===== src/sbt_pkg.sv =====
// shared constants, types and the duplex bit table for the subterranean duplex core
package sbt_pkg;

    localparam int unsigned STATE_W = 257;
    localparam int unsigned IDX_W   = 9;
    localparam int unsigned WORD_W  = 32;
    localparam int unsigned BYTE_W  = 8;
    localparam int unsigned PAD_POS = 8;

    typedef logic [STATE_W-1:0] state_t;
    typedef logic [WORD_W-1:0]  word_t;
    typedef logic [IDX_W-1:0]   idx_t;

    typedef enum logic [1:0] {
        FUNC_ROUND       = 2'd0,
        FUNC_ABSORB_WORD = 2'd1,
        FUNC_ABSORB_BYTE = 2'd2,
        FUNC_EXTRACT     = 2'd3
    } func_t;

    localparam idx_t DUP_POS [WORD_W] = '{
        9'd1,   9'd176, 9'd136, 9'd35,  9'd249, 9'd134, 9'd197, 9'd234,
        9'd64,  9'd213, 9'd223, 9'd184, 9'd2,   9'd95,  9'd15,  9'd70,
        9'd241, 9'd11,  9'd137, 9'd211, 9'd128, 9'd169, 9'd189, 9'd111,
        9'd4,   9'd190, 9'd30,  9'd140, 9'd225, 9'd22,  9'd17,  9'd165
    };

endpackage


===== src/sbt_channels_if.sv =====
// valid/ready channel interfaces for the request and response sides
interface sbt_req_if;
    logic        valid;
    logic        ready;
    logic [1:0]  func;
    logic [31:0] data_in;

    modport source (output valid, output func, output data_in, input ready);
    modport sink (input valid, input func, input data_in, output ready);
endinterface

interface sbt_rsp_if;
    logic        valid;
    logic        ready;
    logic [31:0] data_out;

    modport source (output valid, output data_out, input ready);
    modport sink (input valid, input data_out, output ready);
endinterface


===== src/sbt_round.sv =====
// one subterranean round: chi, iota, theta and pi over the 257-bit state
module sbt_round
    import sbt_pkg::*;
(
    input  state_t state,
    output state_t round_state
);

    state_t chi_v;
    state_t iota_v;
    state_t theta_v;

    for (genvar i = 0; i < STATE_W; i++)
    begin : g_chi
        localparam int unsigned P1 = (i + 1) % STATE_W;
        localparam int unsigned P2 = (i + 2) % STATE_W;
        assign chi_v[i] = state[i] ^ (~state[P1] & state[P2]);
    end

    always_comb
    begin
        iota_v    = chi_v;
        iota_v[0] = ~chi_v[0];
    end

    for (genvar i = 0; i < STATE_W; i++)
    begin : g_theta
        localparam int unsigned P3 = (i + 3) % STATE_W;
        localparam int unsigned P8 = (i + 8) % STATE_W;
        assign theta_v[i] = iota_v[i] ^ iota_v[P3] ^ iota_v[P8];
    end

    for (genvar i = 0; i < STATE_W; i++)
    begin : g_pi
        localparam int unsigned PS = (12 * i) % STATE_W;
        assign round_state[i] = theta_v[PS];
    end

endmodule


===== src/sbt_out_buf.sv =====
// response register: holds one finished word until the receiver takes it
module sbt_out_buf
    import sbt_pkg::*;
(
    input  logic      clk,
    input  logic      rst_n,
    input  logic      load,
    input  word_t     load_data,
    output logic      can_load,
    sbt_rsp_if.source rsp
);

    logic  valid_reg;
    logic  valid_next;
    word_t data_reg;
    word_t data_next;

    assign can_load = ~valid_reg | rsp.ready;

    always_comb
    begin
        valid_next = valid_reg;
        data_next  = data_reg;
        if (load)
        begin
            valid_next = 1'b1;
            data_next  = load_data;
        end
        else if (rsp.ready)
        begin
            valid_next = 1'b0;
        end
    end

    always_ff @(posedge clk or negedge rst_n)
    begin
        if (!rst_n)
        begin
            valid_reg <= 1'b0;
        end
        else
        begin
            valid_reg <= valid_next;
        end
    end

    always_ff @(posedge clk)
    begin
        data_reg <= data_next;
    end

    assign rsp.valid    = valid_reg;
    assign rsp.data_out = data_reg;

endmodule


===== src/subterranean_duplex_core.sv =====
// top level of the subterranean duplex core
//
// req channel: func and data_in; one transaction is one operation on the
// 257-bit state (round, absorb word, absorb byte with padding, extract).
// rsp channel: data_out; every request gives exactly one response word,
// the extracted word for extract and zero for the other operations.
// the response is registered: it is valid in the cycle after the request transaction.
// one transaction per cycle while no response is stalled; the state register is updated in
// the cycle of the request, so back-to-back operations see each other.
// the round is a single pass of xor/and logic between the state register and itself.
// reset clears the state to all zeros and empties the response register.
// when the receiver stalls, the held response stays stable and req.ready
// drops until it is taken; a new request is taken in the same cycle the
// held response leaves.
module subterranean_duplex_core
    import sbt_pkg::*;
(
    input  logic    clk,
    input  logic    rst_n,
    sbt_req_if.sink req,
    sbt_rsp_if.source rsp
);

    state_t state_reg;
    state_t state_next;
    state_t round_state;
    state_t absorb_mask;
    word_t  absorb_word;
    word_t  extract_word;
    word_t  result;
    func_t  func;
    logic   accept;
    logic   can_load;

    assign func   = func_t'(req.func);
    assign accept = req.valid & req.ready;

    sbt_round u_round (
        .state       (state_reg),
        .round_state (round_state)
    );

    for (genvar j = 0; j < WORD_W; j++)
    begin : g_extract
        localparam idx_t MIR = idx_t'(STATE_W - int'(DUP_POS[j]));
        assign extract_word[j] = state_reg[DUP_POS[j]] ^ state_reg[MIR];
    end

    always_comb
    begin
        absorb_mask = '0;
        for (int j = 0; j < WORD_W; j++)
        begin
            absorb_mask[DUP_POS[j]] = absorb_word[j];
        end
    end

    always_comb
    begin
        absorb_word = '0;
        result      = '0;
        state_next  = state_reg;
        unique case (func)
            FUNC_ROUND:
            begin
                state_next = round_state;
            end
            FUNC_ABSORB_WORD:
            begin
                absorb_word = req.data_in;
                state_next  = state_reg ^ absorb_mask;
            end
            FUNC_ABSORB_BYTE:
            begin
                absorb_word[BYTE_W-1:0] = req.data_in[BYTE_W-1:0];
                absorb_word[PAD_POS]    = 1'b1;
                state_next              = state_reg ^ absorb_mask;
            end
            FUNC_EXTRACT:
            begin
                result = extract_word;
            end
            default:
            begin
                state_next = state_reg;
            end
        endcase
    end

    always_ff @(posedge clk or negedge rst_n)
    begin
        if (!rst_n)
        begin
            state_reg <= '0;
        end
        else if (accept)
        begin
            state_reg <= state_next;
        end
    end

    sbt_out_buf u_out_buf (
        .clk       (clk),
        .rst_n     (rst_n),
        .load      (accept),
        .load_data (result),
        .can_load  (can_load),
        .rsp       (rsp)
    );

    assign req.ready = can_load;

`ifndef NO_ASSERTIONS
    a_extract_keeps_state: assert property (@(posedge clk) disable iff (!rst_n)
        accept && func == FUNC_EXTRACT |=> state_reg == $past(state_reg))
        else $error("extract changed the state");

    a_zero_result: assert property (@(posedge clk) disable iff (!rst_n)
        accept && func != FUNC_EXTRACT |=> rsp.valid && rsp.data_out == '0)
        else $error("non-extract response is not zero");

    a_pad_flips: assert property (@(posedge clk) disable iff (!rst_n)
        accept && func == FUNC_ABSORB_BYTE |=>
        state_reg[DUP_POS[PAD_POS]] != $past(state_reg[DUP_POS[PAD_POS]]))
        else $error("byte absorb did not apply padding");

    a_no_overrun: assert property (@(posedge clk) disable iff (!rst_n)
        rsp.valid && !rsp.ready |-> !req.ready)
        else $error("request taken while response is stalled");

    a_idle_holds_state: assert property (@(posedge clk) disable iff (!rst_n)
        !accept |=> state_reg == $past(state_reg))
        else $error("state changed without a transaction");
`endif

endmodule


===== src/flat_wrapper.sv =====
// flat-port wrapper written by rule: the top's interface ports become plain ports
module subterranean_duplex_core_flat import sbt_pkg::*;
  (clk, rst_n, req_valid, req_func, req_data_in, req_ready, rsp_valid, rsp_data_out, rsp_ready);
  sbt_req_if req_i ();
  sbt_rsp_if rsp_i ();
  input  logic clk;
  input  logic rst_n;
  input wire logic [$bits(req_i.valid)-1:0] req_valid;
  input wire logic [$bits(req_i.func)-1:0] req_func;
  input wire logic [$bits(req_i.data_in)-1:0] req_data_in;
  output wire logic [$bits(req_i.ready)-1:0] req_ready;
  output wire logic [$bits(rsp_i.valid)-1:0] rsp_valid;
  output wire logic [$bits(rsp_i.data_out)-1:0] rsp_data_out;
  input wire logic [$bits(rsp_i.ready)-1:0] rsp_ready;
  assign req_i.valid = req_valid;
  assign req_i.func = req_func;
  assign req_i.data_in = req_data_in;
  assign req_ready = req_i.ready;
  assign rsp_valid = rsp_i.valid;
  assign rsp_data_out = rsp_i.data_out;
  assign rsp_i.ready = rsp_ready;
  subterranean_duplex_core u_core (.clk(clk), .rst_n(rst_n), .req(req_i), .rsp(rsp_i));
endmodule

===== config.mk =====
export PLATFORM = sky130hd
export DESIGN_NAME = subterranean_duplex_core_flat
export DESIGN_NICKNAME = d
export VERILOG_FILES = /design/src/sbt_pkg.sv /design/src/sbt_channels_if.sv /design/src/sbt_round.sv /design/src/sbt_out_buf.sv /design/src/subterranean_duplex_core.sv /design/src/flat_wrapper.sv
export SDC_FILE = /design/constraint.sdc
export NUM_CORES = 1
export LEC_CHECK = 0
export ABC_AREA = 1
export BUFFER_PORTS_ARGS = -buffer_cell sky130_fd_sc_hd__buf_4
export CAP_MARGIN = 20
export CELL_PAD_IN_SITES_DETAIL_PLACEMENT = 0
export CELL_PAD_IN_SITES_GLOBAL_PLACEMENT = 1
export CORE_ASPECT_RATIO = 0.9
export CORE_UTILIZATION = 40
export CTS_BUF_LIST = sky130_fd_sc_hd__clkbuf_8
export CTS_CLUSTER_SIZE = 14
export DETAILED_ROUTE_END_ITERATION = 7
export PLACE_DENSITY = 0.74
export SYNTH_ARGS = -nofsm -noshare
export SYNTH_HDL_FRONTEND = slang
export SYNTH_SLANG_ARGS = --single-unit

===== constraint.sdc =====
create_clock -name clk -period 2.09 [get_ports clk]
set_input_delay 0.418 -clock clk [delete_from_list [all_inputs] [get_ports clk]]
set_output_delay 0.418 -clock clk [all_outputs]
set_load 0.005 [all_outputs]

==> results of run 1 <==
[Yosys cell counts, types with 2 or more instances]
library cell,number
a21boi_0,11
a21boi_1,6
a21oi_1,128
buf_1,2
buf_2,30
buf_4,8
clkbuf_1,27
clkbuf_2,2
dfrtp_1,258
edfxtp_1,32
ha_1,6
inv_1,533
nand2_1,1760
nand2_4,2
nand3_1,514
nor2_1,38
nor2_4,2
o21ai_0,135
o21ai_1,12
o22ai_1,4
xnor2_1,3
xor2_1,196
[what timing repair did]
action,in CTS,in global routing
endpoints found under the hold margin,70,0
setup endpoints to repair,0,0
hold buffers,2,0
[final timing paths]
check / end / slack, ns / startpoint
setup reg to reg: u_core.state_reg[0]$_DFFE_PN0P_ / 0.21 / u_core.state_reg[4]$_DFFE_PN0P_
min in group asynchronous: u_core.state_reg[117]$_DFFE_PN0P_ / 0.24 / rst_n
hold reg to reg: u_core.state_reg[231]$_DFFE_PN0P_ / 0.48 / u_core.state_reg[231]$_DFFE_PN0P_
max in group asynchronous: u_core.state_reg[36]$_DFFE_PN0P_ / 1.11 / rst_n
setup / recovery: u_core.state_reg[0]$_DFFE_PN0P_ / 0.21 / u_core.state_reg[4]$_DFFE_PN0P_
hold / removal: u_core.u_out_buf.rsp.valid$_DFFE_PN0P_ / 0.05 / rsp_ready
[worst max-delay path: cells and delay by family, from the launching register on]
kind / cells / cell delay (ns)
flip-flops: 1 / 0.46
AO/OA/AOI/OAI: 1 / 0.07
AND/OR/NAND/NOR: 4 / 0.38
buffers and inverters: 2 / 0.39
XOR/XNOR: 1 / 0.45
[through the flow]
stage / util, % / cell area, um2 / std cells
CTS: 47.00 / 26140 / 4720
finish: 47.00 / 26140 / 4720
floorplan: - / 22480 / 3713
detailed placement: 44.99 / 25020 / 4617
global placement: 44.99 / 25020 / 4617
global route: 47.00 / 26140 / 4720
[layout make-up]
class,instances,area [um2]
timing repair buffer,219,1932
multi-input combinational,2819,12740
clock inverter,30,120.1
fill,6063,29470
sequential,290,7417
clock buffer,71,977.2
inverter,535,2008
tap,756,945.9
[routing by layer]
layer | part of all wire, % | vias to the layer above | GRT usage [%]
li1 | - | 11920 | -
met1 | 47 | 11440 | 52.49
met2 | 41 | 1010 | 52.00
met3 | 8.6 | 163 | 5.774
met4 | 3.6 | 0 | 12.67
met5 | 0 | - | 0
[cell families (layout without fill, tap and decap cells)]
family,Yosys count,count (layout),synth area share [%]
AO/OA/AOI/OAI,296,296,6.801
buffers and inverters,604,855,10.40
XOR/XNOR,199,199,7.753
AND/OR/NAND/NOR,2318,2318,41.72
flip-flops,290,290,32.99
adder cells (fa/ha/maj),6,6,0.3339
==> results.yml, run 1 <==
outcome:
  run_status: "finished, final reports clean"
synth:
  synth_area_leaders: "nand2_1 29%, dfrtp_1 29%, nand3_1 11%"
  synthesis.area_mm2: 0.02248
  synth_seq_cells: 290
  synth_cell_type_count: 26
  synth_enable_flop_cells: 32
  synth_top_area_cell: "nand2_1"
  syn_nets: 3757
  syn-mean-instance-area_um2: 6.054
  synth-main-ff-cell: "dfrtp_1"
  yosysWarningCount: 0
  yosysTopAreaCellShare_pct: 29.39
  ys_async_sr_fraction_pct: 88.97
  synthCells: 3713
  synth_seq_area_share_pct: 32.99
final_layout:
  largest_reg_flops: 257
  syn_to_final_growth_pct: 16.27
  drive_gt1_share_pct: 7.669
  final_common_cell: "nand2_1"
  n_antenna_cell: 0
  final_cell_mix: "1760 x nand2_1, 555 x inv_1, 514 x nand3_1"
  nNetsFinal: 3965
detailed_routing:
  vias: 24530
  remaining_drc_errors: 0
  firstDrtPassIters: 5
  via_per_inst: 5.197
  route.antenna.remaining_nets: 0
  wl_per_cell_um: 21.38
  wirelength_um: 100900
  drt_first_iter_violations: 2874
run:
  max-cap-violations: 0
sta:
  worst_slack_ns: 0.2095
  setup_tns_ns: 0
  period_minus_slack_ns: 1.881
  setup_viol: 0
  min_period_over_period_pct: 89.98
  drv_slew: 0
  rsz0062_at_grt: "no"
  fin_hold_ws_ns: 0.04507
  skew_ns: 0.02197
  hold_viol_final: 0
  worst_slew_pin_slew_ns: 0.6382
  clock.fmax_mhz: 531.8
  relSlewSlack_pct: 57.46
die:
  die_area_mm2: 0.05715
  core_area_mm2: 0.05561
  die_h_um: 226.9
  rows: 82
  start_util_pct: 40.43
  die_w_um: 251.9
  io_pins: 72
global_route:
  grt_max_degree: 91
  grt_usage_pct: 35.57
  first_global_vias: 22220
  grt-ovfl-total: 0
  antenna_found_initial: 0
  grt_pass1_wl_um: 148200
clock_network:
  path_clk_slew_ns: 0.06
  clock-sinks: 290
  ctsRootBufferMaster: "clkbuf_8"
  clk_latency_ns: 0.68
  cts_tree: "yes"
  htree_levels: 2
  cts_setup_buffers: 0
  cts-buffers-inserted: 56
  post_cts_resized: 0
  cts_buffer_depth: 3
setup_path:
  critPathSlowestCell: "dfrtp_1"
  worstSetupStartpointType: "register"
  cp_max_fo: 6
  path_common_cell: "nand2_1"
  end_kind: "register"
  cpPeakStageDelay_ns: 0.46
  required_ns: 2.64
  criticalPathCategory: "register to register"
  worst-r2r-cell-count: 8
  path_cells: "inv_1 -> nand2_1 -> xor2_1 -> inv_1 -> nand2_1 -> nand3_1 -> nand2_1 -> o21ai_0"
  worst-endpoint-arrival_ns: 2.43
placed_design:
  place_ws_ns: 0.06320
  io_buffers: 71
  hpwl_um: 81600
  gp_congestion: 0.9672
min_path:
  min_path_cells: 4
  hold_class: "input pin to register"
Power of run 1 is left out: the tool's default activity adds up to more than one toggle a clock period on the data nets, which glitch-free logic cannot reach.
==> inputs of run 2 (changes only) <==
--- a/config.mk
+++ b/config.mk
@@ -12,7 +12,7 @@
 export CELL_PAD_IN_SITES_GLOBAL_PLACEMENT = 1
 export CORE_ASPECT_RATIO = 0.9
 export CORE_UTILIZATION = 40
-export CTS_BUF_LIST = sky130_fd_sc_hd__clkbuf_8
+export CTS_BUF_LIST = sky130_fd_sc_hd__clkbuf_16
 export CTS_CLUSTER_SIZE = 14
 export DETAILED_ROUTE_END_ITERATION = 7
 export PLACE_DENSITY = 0.74
==> run 2 against run 1 <==
Against the previous run: clock skew increased by 0.015 ns; routed wire length decreased by 0.50%; sequential share of layout area decreased by 0.087 points; final cell count decreased by 0.68%; final area increased by 0.31%; clock-buffer cell count decreased by 30; worst setup slack got worse by 0.011 ns; die area unchanged; hold slack improved by 0.045 ns; via count decreased by 0.18%.
==> results.yml, run 2 (same netlist as run 1, synthesis figures left out) <==
outcome:
  run_status: "finished, final reports clean"
setup_path:
  r2r_slack_ns: 0.20
  cp_max_fo: 6
  timing.rr.start: "u_core.state_reg[111]$_DFFE_PN0P_"
  end_kind: "register"
  worst-endpoint-arrival_ns: 2.34
  worstSetupStartpointType: "register"
  startpoint: "u_core.state_reg[111]$_DFFE_PN0P_"
  criticalPathCategory: "register to register"
  required_ns: 2.54
sta:
  relSlewSlack_pct: 58.14
  setup_viol: 0
  min_period_over_period_pct: 90.48
  hold_viol_final: 0
  drv_slew: 0
  setup_tns_ns: 0
  worst_slack_ns: 0.1990
  worst_slew_pin_slew_ns: 0.6279
  rsz0062_at_grt: "no"
  skew_ns: 0.03679
  clock.fmax_mhz: 528.8
  period_minus_slack_ns: 1.891
detailed_routing:
  route.antenna.remaining_nets: 0
  via_per_inst: 5.224
  wirelength_um: 100400
  firstDrtPassIters: 6
  drt_first_iter_violations: 2854
  remaining_drc_errors: 0
  wl_per_cell_um: 21.42
  vias: 24490
clock_network:
  path_clk_slew_ns: 0.06
  cts_tree: "yes"
  post_cts_resized: 0
  ctsRootBufferMaster: "clkbuf_16"
  clock-sinks: 290
  cts_setup_buffers: 0
  cts-buffers-inserted: 38
  htree_levels: 2
  clk_latency_ns: 0.58
  cts_buffer_depth: 3
final_layout:
  seq_area_mm2: 0.007417
  nNetsFinal: 3946
  final_cell_mix: "1760 x nand2_1, 540 x inv_1, 514 x nand3_1"
  syn_to_final_growth_pct: 16.62
  n_fill_cell: 6015
  drive_gt1_share_pct: 7.172
  largest_reg_flops: 257
  final_common_cell: "nand2_1"
  multiInputGateArea_mm2: 0.01274
  n_antenna_cell: 0
die:
  die_area_mm2: 0.05715
  rows: 82
  io_pins: 72
  start_util_pct: 40.43
  die_h_um: 226.9
  die_w_um: 251.9
  core_area_mm2: 0.05561
min_path:
  worstHoldStart: "req_valid"
  hold_class: "input pin to register"
global_route:
  grt_max_degree: 91
  grt_pass1_wl_um: 147800
  grt_usage_pct: 35.49
  grt-ovfl-total: 0
  first_global_vias: 22060
  antenna_found_initial: 0
placed_design:
  io_buffers: 71
  hpwl_um: 81600
  gp_congestion: 0.9672
  place_ws_ns: 0.06320
run:
  max-cap-violations: 0
[run 2: cell types whose count changed in the layout (fill, tap and decap cells not counted), sizes merged]
cell,change
clkinv,+11
inv,-14
clkbuf,-30
dlygate4sd3,-1
clkinvlp,+1
bufinv,+1
[run 2: final cells by class]
cell class | instances | share of cell area [%]
repair buffers | 218 | 7.330
clock buffers | 41 | 3.913
clock inverters | 29 | 0.6156
inverters | 535 | 7.660
multi-input cells | 2819 | 48.58
well taps | 756 | 3.608
flip-flops and latches | 290 | 28.29
[run 2: per-layer routing]
| layer | up-vias | wire, um | global-route usage, % |
|---|---|---|---|
| met4 | 0 | 3389 | 11.89 |
| met1 | 11460 | 46690 | 52.86 |
| li1 | 11880 | - | - |
| met2 | 1006 | 41750 | 52.08 |
| met5 | - | 0 | 0 |
| met3 | 136 | 8600 | 5.177 |
[run 2: critical path, stage by stage, from the launching register on]
cell and delay, ns:
dfrtp_1 0.55, inv_1 0.16, o21ai_0 0.17, nand2_1 0.18
inv_1 0.19, nand2_1 0.09, nand3_1 0.09, nand3_1 0.16
nand2_1 0.10, nand2_1 0.05
[run 2: worst paths after layout]
check                      depth (start not counted)                                     end
max in group asynchronous                          3        u_core.state_reg[36]$_DFFE_PN0P_
setup / recovery                                   9       u_core.state_reg[223]$_DFFE_PN0P_
min in group asynchronous                          2       u_core.state_reg[117]$_DFFE_PN0P_
hold / removal                                     3  u_core.u_out_buf.rsp.valid$_DFFE_PN0P_
setup reg to reg                                   9       u_core.state_reg[223]$_DFFE_PN0P_
hold reg to reg                                    2       u_core.state_reg[231]$_DFFE_PN0P_
[run 2: through the flow]
step                hold slack, ns  util, %  instances  cell area (um2)
finish                     0.09055    47.15       4688            26220
global route                0.1004    47.15       4688            26220
CTS                        0.07128    47.15       4688            26220
detailed placement          0.3514    44.99       4617            25020
global placement            0.3481    44.99       4617            25020
floorplan                   0.1224        -       3713            22480
[run 2: what timing repair did]
action,4_1_cts,5_1_grt
hold buffers,1,0
endpoints found under the setup margin,0,0
hold endpoints to repair,31,0
Power of run 2 is left out for the same reason.
